==> src/sv/irad_pkg.sv <==
// ----------------------------------------------------------------------------
// irad_pkg
// Shared types, constants and helpers for the integer to ascii radix block.
// ----------------------------------------------------------------------------
package irad_pkg;

   localparam int RADIX_W   = 6;
   localparam int DIGIT_W   = 6;
   localparam int CHAR_W    = 7;
   localparam int REM_W     = 7;
   localparam int STEP_BITS = 4;

   localparam logic [RADIX_W-1:0] RADIX_RESET = 6'd10;
   localparam logic [RADIX_W-1:0] RADIX_MIN   = 6'd2;
   localparam logic [RADIX_W-1:0] RADIX_MAX   = 6'd36;

   localparam logic [DIGIT_W-1:0] LAST_DECIMAL_DIGIT = 6'd9;
   localparam logic [CHAR_W-1:0]  CHAR_ZERO          = 7'd48;
   localparam logic [CHAR_W-1:0]  CHAR_LETTER_BASE   = 7'd55;

   typedef enum logic [1:0] {
      ST_IDLE,
      ST_DIVIDE,
      ST_EMIT
   } state_type;

   // request handed from the front queue to the conversion engine
   typedef struct packed {
      logic               valid;
      logic [RADIX_W-1:0] radix;
   } job_ctl_type;

   function automatic logic [CHAR_W-1:0] digit_to_ascii(input logic [DIGIT_W-1:0] d);
      logic [CHAR_W-1:0] d_ext;
      d_ext = {1'b0, d};
      if (d > LAST_DECIMAL_DIGIT) begin
         return d_ext + CHAR_LETTER_BASE;
      end
      return d_ext + CHAR_ZERO;
   endfunction

endpackage

==> src/sv/integer_to_ascii_radix.sv <==
// ----------------------------------------------------------------------------
// integer_to_ascii_radix
// Unsigned integer to ASCII text in a programmable radix.
// ----------------------------------------------------------------------------
// Requests enter through req_push/req_full; a request is taken on a clock
// edge with req_push high and req_full low. Each request carries one number,
// req_value, and produces one character per digit on rsp_ascii_char, most
// significant first, with rsp_last_char set on the final digit. A character
// is shown while rsp_empty is low and is taken when rsp_pop is high.
// csr_write_data sets the radix; 0 and 1 act as 2, 37..63 act as 36. The
// radix is sampled when a request is taken. Only write it while idle.
// Conversion runs each digit through the shared divider (four quotient
// bits a cycle), then sends one character a cycle while rsp_pop is high,
// then returns to idle to pick up the next request.
// Numbers needing more than MAX_DIGITS digits send only the low digits.
// A two-entry request queue keeps taking requests while characters wait;
// a stalled receiver holds the current character and the divider.
// Reset empties the queue, drops any conversion and sets the radix to 10.
// ----------------------------------------------------------------------------
module integer_to_ascii_radix #(
   parameter int VALUE_BITS = 16,
   parameter int MAX_DIGITS = 16
) (
   input  logic                          clock,
   input  logic                          reset,
   input  logic                          req_push,
   output logic                          req_full,
   input  logic [VALUE_BITS-1:0]         req_value,
   output logic                          rsp_empty,
   input  logic                          rsp_pop,
   output logic [irad_pkg::CHAR_W-1:0]   rsp_ascii_char,
   output logic                          rsp_last_char,
   input  logic                          csr_write_enable,
   input  logic [irad_pkg::RADIX_W-1:0]  csr_write_data
);
   import irad_pkg::*;

   job_ctl_type           job_ctl;
   logic [VALUE_BITS-1:0] job_value;
   logic                  job_ready;

   irad_front #(
      .VALUE_BITS(VALUE_BITS)
   ) u_front (
      .clock           (clock),
      .reset           (reset),
      .req_push        (req_push),
      .req_full        (req_full),
      .req_value       (req_value),
      .csr_write_enable(csr_write_enable),
      .csr_write_data  (csr_write_data),
      .job_ctl         (job_ctl),
      .job_value       (job_value),
      .job_ready       (job_ready)
   );

   irad_engine #(
      .VALUE_BITS(VALUE_BITS),
      .MAX_DIGITS(MAX_DIGITS)
   ) u_engine (
      .clock         (clock),
      .reset         (reset),
      .job_ctl       (job_ctl),
      .job_value     (job_value),
      .job_ready     (job_ready),
      .rsp_empty     (rsp_empty),
      .rsp_pop       (rsp_pop),
      .rsp_ascii_char(rsp_ascii_char),
      .rsp_last_char (rsp_last_char)
   );

endmodule

==> src/sv/irad_front.sv <==
// ----------------------------------------------------------------------------
// irad_front
// Radix register, request intake with radix saturation and a two-entry queue.
// ----------------------------------------------------------------------------
module irad_front #(
   parameter int VALUE_BITS = 16
) (
   input  logic                       clock,
   input  logic                       reset,
   input  logic                       req_push,
   output logic                       req_full,
   input  logic [VALUE_BITS-1:0]      req_value,
   input  logic                       csr_write_enable,
   input  logic [irad_pkg::RADIX_W-1:0] csr_write_data,
   output irad_pkg::job_ctl_type      job_ctl,
   output logic [VALUE_BITS-1:0]      job_value,
   input  logic                       job_ready
);
   import irad_pkg::*;

   logic [RADIX_W-1:0]    radix_ff;
   logic [RADIX_W-1:0]    radix_eff;
   logic [VALUE_BITS-1:0] val_q_ff [2];
   logic [RADIX_W-1:0]    rad_q_ff [2];
   logic                  wr_ptr_ff, wr_ptr_in;
   logic                  rd_ptr_ff, rd_ptr_in;
   logic [1:0]            cnt_ff, cnt_in;
   logic                  do_push, do_pop;

   always_ff @(posedge clock) begin
      if (reset) begin
         radix_ff <= RADIX_RESET;
      end else if (csr_write_enable) begin
         radix_ff <= csr_write_data;
      end
   end

   // out-of-range bases saturate to the nearest legal one
   always_comb begin
      if (radix_ff < RADIX_MIN) begin
         radix_eff = RADIX_MIN;
      end else if (radix_ff > RADIX_MAX) begin
         radix_eff = RADIX_MAX;
      end else begin
         radix_eff = radix_ff;
      end
   end

   assign req_full = (cnt_ff == 2'd2);
   assign do_push  = req_push && !req_full;
   assign do_pop   = job_ready && (cnt_ff != 2'd0);

   assign job_ctl.valid = (cnt_ff != 2'd0);
   assign job_ctl.radix = rad_q_ff[rd_ptr_ff];
   assign job_value     = val_q_ff[rd_ptr_ff];

   always_comb begin
      wr_ptr_in = do_push ? ~wr_ptr_ff : wr_ptr_ff;
      rd_ptr_in = do_pop  ? ~rd_ptr_ff : rd_ptr_ff;
      cnt_in    = cnt_ff;
      if (do_push && !do_pop) begin
         cnt_in = cnt_ff + 2'd1;
      end else if (do_pop && !do_push) begin
         cnt_in = cnt_ff - 2'd1;
      end
   end

   always_ff @(posedge clock) begin
      if (reset) begin
         wr_ptr_ff <= 1'b0;
         rd_ptr_ff <= 1'b0;
         cnt_ff    <= 2'd0;
      end else begin
         wr_ptr_ff <= wr_ptr_in;
         rd_ptr_ff <= rd_ptr_in;
         cnt_ff    <= cnt_in;
      end
   end

   always_ff @(posedge clock) begin
      if (do_push) begin
         val_q_ff[wr_ptr_ff] <= req_value;
         rad_q_ff[wr_ptr_ff] <= radix_eff;
      end
   end

endmodule

==> src/sv/irad_engine.sv <==
// ----------------------------------------------------------------------------
// irad_engine
// Repeated division by the radix, four quotient bits a cycle, digits kept
// on a stack and sent out most significant first.
// ----------------------------------------------------------------------------
module irad_engine #(
   parameter int VALUE_BITS = 16,
   parameter int MAX_DIGITS = 16
) (
   input  logic                        clock,
   input  logic                        reset,
   input  irad_pkg::job_ctl_type       job_ctl,
   input  logic [VALUE_BITS-1:0]       job_value,
   output logic                        job_ready,
   output logic                        rsp_empty,
   input  logic                        rsp_pop,
   output logic [irad_pkg::CHAR_W-1:0] rsp_ascii_char,
   output logic                        rsp_last_char
);
   import irad_pkg::*;

   localparam int DIV_CYCLES = (VALUE_BITS + STEP_BITS - 1) / STEP_BITS;
   localparam int PAD_W      = DIV_CYCLES * STEP_BITS;
   localparam int CYC_W      = (DIV_CYCLES > 1) ? $clog2(DIV_CYCLES) : 1;
   localparam int CNT_W      = $clog2(MAX_DIGITS + 1);

   state_type          state_ff, state_in;
   logic [PAD_W-1:0]   quot_ff, quot_in;
   logic [REM_W-1:0]   rem_ff, rem_in;
   logic [RADIX_W-1:0] radix_ff, radix_in;
   logic [CYC_W-1:0]   cyc_ff, cyc_in;
   logic [CNT_W-1:0]   count_ff, count_in;
   logic [DIGIT_W-1:0] stack_ff [MAX_DIGITS];

   logic [PAD_W-1:0]     quot_next;
   logic [REM_W-1:0]     rem_next;
   logic [STEP_BITS-1:0] qbits;
   logic                 push_digit;
   logic                 pop_digit;

   // four restoring division steps on the top dividend bits
   always_comb begin
      logic [REM_W-1:0] r;
      logic [REM_W-1:0] t;
      r     = rem_ff;
      qbits = '0;
      for (int i = 0; i < STEP_BITS; i++) begin
         t = {r[REM_W-2:0], quot_ff[PAD_W-1-i]};
         if (t >= {1'b0, radix_ff}) begin
            r                    = t - {1'b0, radix_ff};
            qbits[STEP_BITS-1-i] = 1'b1;
         end else begin
            r = t;
         end
      end
      rem_next  = r;
      quot_next = (quot_ff << STEP_BITS) | PAD_W'(qbits);
   end

   assign rsp_empty      = (state_ff != ST_EMIT);
   assign rsp_ascii_char = digit_to_ascii(stack_ff[0]);
   assign rsp_last_char  = (count_ff == CNT_W'(1));
   assign pop_digit      = (state_ff == ST_EMIT) && rsp_pop;

   always_comb begin
      state_in   = state_ff;
      quot_in    = quot_ff;
      rem_in     = rem_ff;
      radix_in   = radix_ff;
      cyc_in     = cyc_ff;
      count_in   = count_ff;
      job_ready  = 1'b0;
      push_digit = 1'b0;
      unique case (state_ff)
         ST_IDLE: begin
            job_ready = 1'b1;
            if (job_ctl.valid) begin
               quot_in  = PAD_W'(job_value);
               rem_in   = '0;
               radix_in = job_ctl.radix;
               cyc_in   = '0;
               count_in = '0;
               state_in = ST_DIVIDE;
            end
         end
         ST_DIVIDE: begin
            quot_in = quot_next;
            rem_in  = rem_next;
            if (cyc_ff == CYC_W'(DIV_CYCLES - 1)) begin
               push_digit = 1'b1;
               count_in   = count_ff + CNT_W'(1);
               rem_in     = '0;
               cyc_in     = '0;
               // stop on a zero quotient or a full digit stack
               if ((quot_next == '0) || (count_ff + CNT_W'(1) == CNT_W'(MAX_DIGITS))) begin
                  state_in = ST_EMIT;
               end
            end else begin
               cyc_in = cyc_ff + CYC_W'(1);
            end
         end
         ST_EMIT: begin
            if (rsp_pop) begin
               count_in = count_ff - CNT_W'(1);
               if (count_ff == CNT_W'(1)) begin
                  state_in = ST_IDLE;
               end
            end
         end
         default: begin
            state_in = ST_IDLE;
         end
      endcase
   end

   always_ff @(posedge clock) begin
      if (reset) begin
         state_ff <= ST_IDLE;
         count_ff <= '0;
         cyc_ff   <= '0;
      end else begin
         state_ff <= state_in;
         count_ff <= count_in;
         cyc_ff   <= cyc_in;
      end
   end

   always_ff @(posedge clock) begin
      quot_ff  <= quot_in;
      rem_ff   <= rem_in;
      radix_ff <= radix_in;
   end

   // newest digit enters at the top, so the top is always the next to send
   always_ff @(posedge clock) begin
      if (push_digit) begin
         stack_ff[0] <= rem_next[DIGIT_W-1:0];
         for (int i = 1; i < MAX_DIGITS; i++) begin
            stack_ff[i] <= stack_ff[i-1];
         end
      end else if (pop_digit) begin
         for (int i = 0; i < MAX_DIGITS - 1; i++) begin
            stack_ff[i] <= stack_ff[i+1];
         end
      end
   end

endmodule
==> config.mk <==
export PLATFORM = sky130hd
export DESIGN_NAME = integer_to_ascii_radix
export DESIGN_NICKNAME = d
export VERILOG_FILES = /design/src/sv/irad_pkg.sv /design/src/sv/integer_to_ascii_radix.sv /design/src/sv/irad_front.sv /design/src/sv/irad_engine.sv
export SDC_FILE = /design/constraint.sdc
export NUM_CORES = 1
export LEC_CHECK = 0
export BUFFER_PORTS_ARGS = -buffer_cell sky130_fd_sc_hd__clkbuf_2
export CAP_MARGIN = 40
export CORE_ASPECT_RATIO = 0.7
export CORE_MARGIN = 5
export CORE_UTILIZATION = 30
export DETAILED_ROUTE_END_ITERATION = 7
export GPL_TIMING_DRIVEN = 0
export SLEW_MARGIN = 20
export SYNTH_ARGS = -nofsm -noshare
export SYNTH_HDL_FRONTEND = slang
export SYNTH_SLANG_ARGS = --single-unit
==> constraint.sdc <==
create_clock -name clock -period 19.2 [get_ports clock]
set_clock_uncertainty 0.05 [all_clocks]
set_input_delay 5.76 -clock clock [delete_from_list [all_inputs] [get_ports clock]]
set_output_delay 5.76 -clock clock [all_outputs]
set_load 0.05 [all_outputs]
* After elaboration in Yosys (flattened, before gate mapping)
Memory sizes are Yosys's and may differ from the RTL's. A register that Yosys moved wholly into a read port is not among the register bits.
Index checks and enable logic that the tools add are counted.
** Operators by class
- Reduce and logical (&&, ||, !) cells :: 19
- $add $sub $neg :: 11
- Muxes and demuxes :: 60
- Bitwise logic cells :: 18
- $lt $le $gt $ge :: 7
- Eq/ne operators :: 12
** Operator list (count)
- 6-bit two-way mux :: 23
- 16-bit case mux with 2 select lines :: 1
- 7-bit by 6-bit greater-or-equal comparator with 1-bit output :: 4
- 6-bit subtractor :: 4
- 2-bit two-way mux :: 9
- 1-bit two-way mux :: 17
- 16-bit zero test :: 1
- 16-bit two-way mux :: 1
- 16-bit by 4-bit OR with 16-bit output :: 1
- 5-bit two-way mux :: 3
- 1-bit OR :: 15
- 5-bit case mux with 3 select lines :: 1
- 6-bit by 6-bit adder with 7-bit output, second input constant :: 2
- 7-bit two-way mux :: 2
- 6-bit case mux with 2 select lines :: 1
- 2-bit inequality test, second input constant :: 4
- 2-bit equality test, second input constant :: 3
- 6-bit by 4-bit > comparator with 1-bit output, second input constant :: 1
- 6-bit > comparator, second input constant :: 1
- 6-bit by 2-bit less-than comparator with 1-bit output, second input constant :: 1
- 2-bit case mux with 3 select lines :: 1
- 2-bit nonzero test :: 3
- 5-bit by 1-bit adder with 5-bit output, second input constant :: 1
- 5-bit by 1-bit equality test with 1-bit output, second input constant :: 1
- 16 further kinds :: 26
** Word-level totals
- Bits in writable memories :: 140
- Input port bits :: 27
- Logic and storage cells :: 139
- Register bits :: 41
- Memories kept :: 3
- Output and inout port bits :: 10
** Memories
- u_engine.stack_ff :: words 16, width 6, read ports 16, clocked after memory_dff 0, write ports 16, RTL line irad_engine.sv:33 : logic [DIGIT_W-1:0] stack_ff [MAX_DIGITS];
- u_front.val_q_ff :: words 2, width 16, read ports 1, clocked after memory_dff 1, write ports 1, RTL line irad_front.sv:23 : logic [VALUE_BITS-1:0] val_q_ff [2];
- u_front.rad_q_ff :: words 2, width 6, read ports 1, clocked after memory_dff 1, write ports 1, RTL line irad_front.sv:24 : logic [RADIX_W-1:0] rad_q_ff [2];

* Logic depth before layout (Yosys ltp)
Gate-level depths: netlist (run 1).
- Word-level depth :: 14
- Mapped depth :: 33
- Mapped depth without buffers :: 31

* Modules after synthesis
A second synthesis (run 1) with hierarchy kept.
** Unflattened totals
- Cells, all modules :: 801
- Area, all modules :: 9330.2 µm²
** Modules (own cells, without submodules)
- irad_engine :: sequential area each 3903.7 µm², cells an instance 677, times used 1, area each 7253.2 µm²
- irad_front :: sequential area each 1541.5 µm², cells an instance 124, times used 1, area each 2077.0 µm²

* Least setup slack after synthesis (run 1)
OpenSTA, ideal clock, no wires.
- Path type :: input to register
- From :: input rsp_pop
- To :: memory u_engine.stack_ff[0][0] (enable)
- Setup time :: 0.664 ns
- Setup slack :: 6.352 ns
- Stages on the path :: 2
- Data arrival time :: 12.134 ns
- Data required time :: 18.486 ns
- Path buffers :: 0
- Path through :: inv_1 -> o21ai_0
** RTL lines
- start, declared :: RTL line integer_to_ascii_radix.sv:30 : input logic rsp_pop,
- end, declared :: RTL line irad_engine.sv:33

==> results of run 1 <==
## layer usage
metal | GRT usage [%] | share of wire [%] | up-vias
li1 | - | - | 3144
met1 | 18.1 | 54 | 3043
met2 | 15.9 | 39 | 138
met3 | 3.24 | 5.3 | 9
met4 | 3.08 | 0.79 | 0
met5 | 0 | 0 | -
## cell usage in the layout (no fill, tap or decap), types with 17 or more instances in the layout
cell type,n
a21oi_1,21
nand2_1,198
mux2_2,38
ha_1,38
mux2i_1,26
nor2_1,50
dfxtp_1,20
o21ai_0,48
clkbuf_16,17
clkbuf_1,30
inv_1,40
clkbuf_2,34
edfxtp_1,168
## worst paths after layout
| check | startpoint | end | slack (ns) |
|---|---|---|---|
| worst min register to register | u_engine.stack_ff[14][0]$_DFFE_PP_ | u_engine.stack_ff[15][0]$_DFFE_PP_ | 0.39 |
| worst min-delay path | u_engine.stack_ff[14][0]$_DFFE_PP_ | u_engine.stack_ff[15][0]$_DFFE_PP_ | 0.39 |
| worst max register to register | u_engine.radix_ff[1]$_DFFE_PP_ | u_engine.stack_ff[0][1]$_DFFE_PP_ | 10.47 |
| worst max-delay path | u_engine.radix_ff[1]$_DFFE_PP_ | u_engine.stack_ff[0][1]$_DFFE_PP_ | 10.47 |
## metrics by stage
stage	setup slack (ns)	std cells	hold slack (ns)	utilization, %
global route	9.90	1337	0.404	34.9
detailed placement	10.59	1305	0.380	33.2
finish	10.47	1337	0.389	34.9
CTS	10.56	1337	0.391	34.9
global placement	3.29	1298	0.372	32.6
floorplan	6.35	844	0.370	-
## cell usage after synthesis (all sizes together) (4+ instances only)
master,instances
a211o,4
a21boi,4
a21o,8
a21oi,22
a31oi,4
and3,4
buf,4
clkbuf,30
dfxtp,20
edfxtp,168
fa,4
ha,38
inv,40
mux2,40
mux2i,26
nand2,198
nand2b,8
nand3,8
nor2,51
nor2b,10
nor3,12
nor4,4
o21a,5
o21ai,49
or2,4
or3,8
xnor2,9
xor2,11
## sequential cells by signal, indices dropped and copies added, names as in the netlist, 5 cells and up, named ones only
name,flops
u_engine.count_ff,5
u_engine.quot_ff,16
u_engine.radix_ff,6
u_engine.rem_ff,6
u_engine.stack_ff,96
u_front.rad_q_ff,12
u_front.radix_ff,6
u_front.val_q_ff,32
## layout make-up
class / count / area share, %
Sequential cell: 188 / 50.0
Timing Repair Buffer: 41 / 3.22
Inverter: 40 / 1.38
Clock inverter: 15 / 1.01
Buffer: 34 / 1.24
Clock buffer: 17 / 3.91
Multi-Input combinational cell: 582 / 34.4
Tap cell: 420 / 4.83
## kinds of logic (layout without fill, tap and decap cells)
family	Yosys count	count (layout)
simple gates	319	319
flops	188	188
compound gates	134	134
buf+inv	74	147
mux	66	66
fa+ha+maj	43	43
xor+xnor	20	20
==> metrics.md, run 1 <==
| Metric | Value |
|---|---|
| Diodes inserted | `0` |
| Total wire length | `20300 um` |
| Final Cell Area | `10900 sq um` |
| Initial antenna violation count | `0` |
| Final HPWL DP | `14800 um` |
| Std-Cell Rows | `54` |
| # fillers | `3095` |
| Final Hold Viols | `0` |
| Clock transition at path regs | `0.07 ns` |
| First-pass GRT wire length | `32800 um` |
| Root Buffer | `clkbuf_16` |
| Nets | `973` |
| Status | `completed` |
| Critical path class | `reg2reg` |
| Max-cap viol count | `0` |
| Most numerous cell on the critical path | `ha_1` |
| FF/Latch Area | `5450 sq um` |
| Post-layout min period | `8.73 ns` |
| CP max stage cell | `edfxtp_1` |
| Post-synthesis simple-gate area fraction | `14.5%` |
| CP required | `19.32 ns` |
| Slew Limit Fails | `0` |
| Cells after Synth | `844` |
| Crit path DAT | `8.86 ns` |
| Worst path bufs/invs | `4` |
| Cell Area, Placed | `10300 sq um` |
| DR WL/cell | `15.2 um` |
| Top_reg_cell synth | `edfxtp_1` |
| Post-cts hold buffer count | `0` |
| Multi-input logic area | `3740 sq um` |
| Via density | `4.74` |
| Delay-heaviest family, CP | `compound AO/OA/AOI/OAI gates` |
| Netlist Area Pre-Place | `9460 sq um` |
| Finish-stage setup viols | `0` |
| Post-Synth XOR/XNOR Area | `1.85%` |
| Yosys reg bits | `188` |
| Crit path launch type | `register` |
| Yosys warns | `0` |
| Worst-Margin Slew | `0.877 ns` |
| DRC violations left | `0` |
| Vias in the first global route | `6081` |
| Total number of vias | `6334` |
| Clock Latency Late Sink | `0.44 ns` |
| Dominant cells by area after synthesis | `edfxtp_1 (53%), nand2_1 (7.9%), ha_1 (5.0%), mux2_2 (4.5%), dfxtp_1 (4.2%)` |
| Mux share of post-synthesis cell area | `7.60%` |
| Yosys top cell by area | `edfxtp_1` |
| Mean post-synth cell area | `11.2 sq um` |
| Fin crit share | `45.5%` |
| Crit path depth | `31` |
| Sink Count | `188` |
| Top cell type's share of synthesized area | `53.4%` |
| DIE AREA | `35200 sq um` |
| Sequential share of the synthesized area | `57.6%` |
| Pin count of the biggest net entering global routing | `24` |
| Post-Synth Adder-Cell Area | `5.98%` |
| Gr ovfl total | `0` |
| Critical Path Fanout Max | `10` |
| Antenna violation net count after detailed routing | `0` |
| Syn nets | `913` |
| Largest family of logic cells by synthesized area | `simple AND/OR/NAND/NOR gates` |
| Drt initial violations | `514` |
| Worst hold path depth | `0` |
| Total CTS buffers | `17` |
| Slew headroom | `40.8%` |
| Area growth from synthesis to layout | `15.1%` |
| Post-CTS Resized | `0` |
| Die width | `222 um` |
| Worst hold path type | `reg2reg` |
| H-Tree Depth | `4` |
| Core area | `31100 sq um` |
| Fin Setup TNS | `0 ns` |
| Number of port buffers | `34` |
| Largest stage delay, worst path | `0.56 ns` |
| Total track usage | `11.7%` |
| Die Y | `159 um` |
| CTS Buffer Depth | `2` |
| I/O Pins | `37` |
| F_max | `0.114 GHz` |
| Initial DRT Pass Iterations | `5` |
| CTS tree | `done` |
| Worst setup EP type | `register` |
| Compound-Gate Fraction of Synth Area | `9.51%` |
| RSZ-0062 raised after global routing | `false` |
| Post-synth EDFFs | `168` |
| Synth unique cells | `63` |
| Post-CTS Setup Bufs | `0` |
| Initial Utilization | `30.4%` |
| FF-to-FF path depth | `31` |
| Async SR Flop Fraction | `0%` |
| Layout cells sized above 1 | `13.6%` |
| Final Wtd Congestion | `0.876` |
Power of run 1 is not shown: default switching activity piles up to over one toggle a cycle in this logic, so the estimate is an artifact.
==> inputs of run 2 (changes only) <==
- clock period: 19.2 -> 8.7 ns (I/O delays scaled with it)
==> metrics.md, run 2 (synthesized netlist as in run 1, its figures left out) <==
| Metric | Value |
|---|---|
| Status | `completed` |
| H-Tree Depth | `4 (unchanged)` |
| Initial Utilization | `30.4% (unchanged)` |
| Vias in the first global route | `6071 (-0.16%)` |
| Finish-stage setup viols | `0 (unchanged)` |
| Setup WS post-layout | `0.505 ns (-9.96 ns)` |
| Fin crit share | `94.2% (+49 points)` |
| Crit path from | `u_engine.radix_ff[4]$_DFFE_PP_` |
| Worst setup EP type | `register` |
| Slew headroom | `48.6% (+7.8 points)` |
| Slew Limit Fails | `0 (unchanged)` |
| Critical path class | `reg2reg` |
| F_max | `0.122 GHz (+6.6%)` |
| Clock Latency Late Sink | `0.43 ns (about the same)` |
| CTS Buffer Depth | `2 (unchanged)` |
| Clock transition at path regs | `0.07 ns (about the same)` |
| Largest stage delay, worst path | `0.52 ns (-0.04 ns)` |
| Total track usage | `11.8% (+0.078 points)` |
| Area growth from synthesis to layout | `16.1%` |
| Pin count of the biggest net entering global routing | `25 (+4.2%)` |
| Top flop regs | `u_engine.stack_ff: 96 flops, u_front.val_q_ff: 32 flops, u_engine.quot_ff: 16 flops` |
| Number of port buffers | `34 (unchanged)` |
| DRC violations left | `0 (unchanged)` |
| Critical Path Fanout Max | `10 (unchanged)` |
| Layout cells sized above 1 | `14.9% (+1.2 points)` |
| Worst hold path type | `reg2reg` |
| Crit path launch type | `register` |
| Final core utilization | `35.2% (+0.30 points)` |
| Initial DRT Pass Iterations | `5 (unchanged)` |
| Diodes inserted | `0 (unchanged)` |
| Total CTS buffers | `17 (unchanged)` |
| CP required | `8.93 ns (-10.39 ns)` |
| Post-layout min period | `8.19 ns (-0.540 ns)` |
| Final Wtd Congestion | `0.899 (+2.6%)` |
| HP Start | `u_engine.stack_ff[14][0]$_DFFE_PP_` |
| CP max stage cell | `or4_1` |
| Crit path DAT | `8.42 ns (-0.44 ns)` |
| Die width | `222 um (unchanged)` |
| Register name with the most flops | `u_engine.stack_ff` |
| CTS tree | `done` |
| Via density | `4.75 (+0.25%)` |
| Final HPWL DP | `14800 um (about the same)` |
| DIE AREA | `35200 sq um (unchanged)` |
| Total wire length | `20500 um (+0.87%)` |
| Max-cap viol count | `0 (unchanged)` |
| First-pass GRT wire length | `33200 um (+1.1%)` |
| Worst-Margin Slew | `0.762 ns (-0.115 ns)` |
| Worst R2R Start | `u_engine.radix_ff[4]$_DFFE_PP_` |
| Most common cell after layout, fill and taps aside | `nand2_1` |
| Fin Setup TNS | `0 ns (unchanged)` |
| Sink Count | `188 (unchanged)` |
| Antenna violation net count after detailed routing | `0 (unchanged)` |
| Core area | `31100 sq um (unchanged)` |
| Post-cts hold buffer count | `0 (unchanged)` |
| Most numerous cell on the critical path | `ha_1` |
| Largest register FFs | `96 (unchanged)` |
| Drt initial violations | `528 (+2.7%)` |
| Nets | `977 (+0.41%)` |
| Final Hold Viols | `0 (unchanged)` |
| Total number of vias | `6369 (+0.55%)` |
| Std-Cell Rows | `54 (unchanged)` |
| Initial antenna violation count | `0 (unchanged)` |
| Pre-CTS WS | `0.200 ns (-10.39 ns)` |
| Root Buffer | `clkbuf_16` |
| RSZ-0062 raised after global routing | `false` |
| Most frequent cells in the layout | `nand2_1 (197), edfxtp_1 (168), nor2_1 (50)` |
| Gr ovfl total | `0 (unchanged)` |
| I/O Pins | `37 (unchanged)` |
| Die Y | `159 um (unchanged)` |
| Worst hold margin | `0.395 ns (+0.00593 ns)` |
| DR WL/cell | `15.3 um (+0.57%)` |
-- run 2: metrics by stage --
| stage | instances | area [sq um] |
|---|---|---|
| after floorplan | 844 | 9460 |
| after global placement | 1298 | 10200 |
| final | 1341 | 11000 |
| after global routing | 1341 | 11000 |
| after CTS | 1336 | 10900 |
| after detailed placement | 1304 | 10300 |
-- run 2: final timing paths --
kind | end | slack, ns | cells past startpoint
max | u_engine.stack_ff[0][0]$_DFFE_PP_ | 0.51 | 32
min | u_engine.stack_ff[15][0]$_DFFE_PP_ | 0.39 | 0
max reg2reg | u_engine.stack_ff[0][0]$_DFFE_PP_ | 0.51 | 32
min reg2reg | u_engine.stack_ff[15][0]$_DFFE_PP_ | 0.39 | 0
-- run 2: layout make-up --
cell class,count,area (sq um)
fillers,3088,20200
clock inverters,13,136
multi-input cells,582,3760
repair buffers,45,365
clock buffers,19,453
flip-flops and latches,188,5450
plain buffers,34,136
well taps,420,526
inverters,40,154
-- run 2: worst max-delay path: cells and delay by family (launching register included) --
kind	cells	cell delay (ns)
AOI/OAI and AO/OA	16	3.50
adders and majority gates	4	1.29
buffers and inverters	5	0.99
DFF	1	0.43
muxes	2	0.56
and+or+nand+nor	5	1.21
-- run 2: timing repair --
action | CTS | global route
resized for setup | 0 | 7
buffers inserted | 0 | 4
setup endpoints to repair | 0 | 15
endpoints found under the hold margin | 0 | 0
-- run 2: layer usage --
metal	wire (um)	GRT usage, %	share of wire, %
met3	992	2.34	4.8
met1	11200	18.7	55
met5	0	0	0
met2	8040	15.8	39
met4	243	3.67	1.2
Power of run 2 is left out for the same reason.
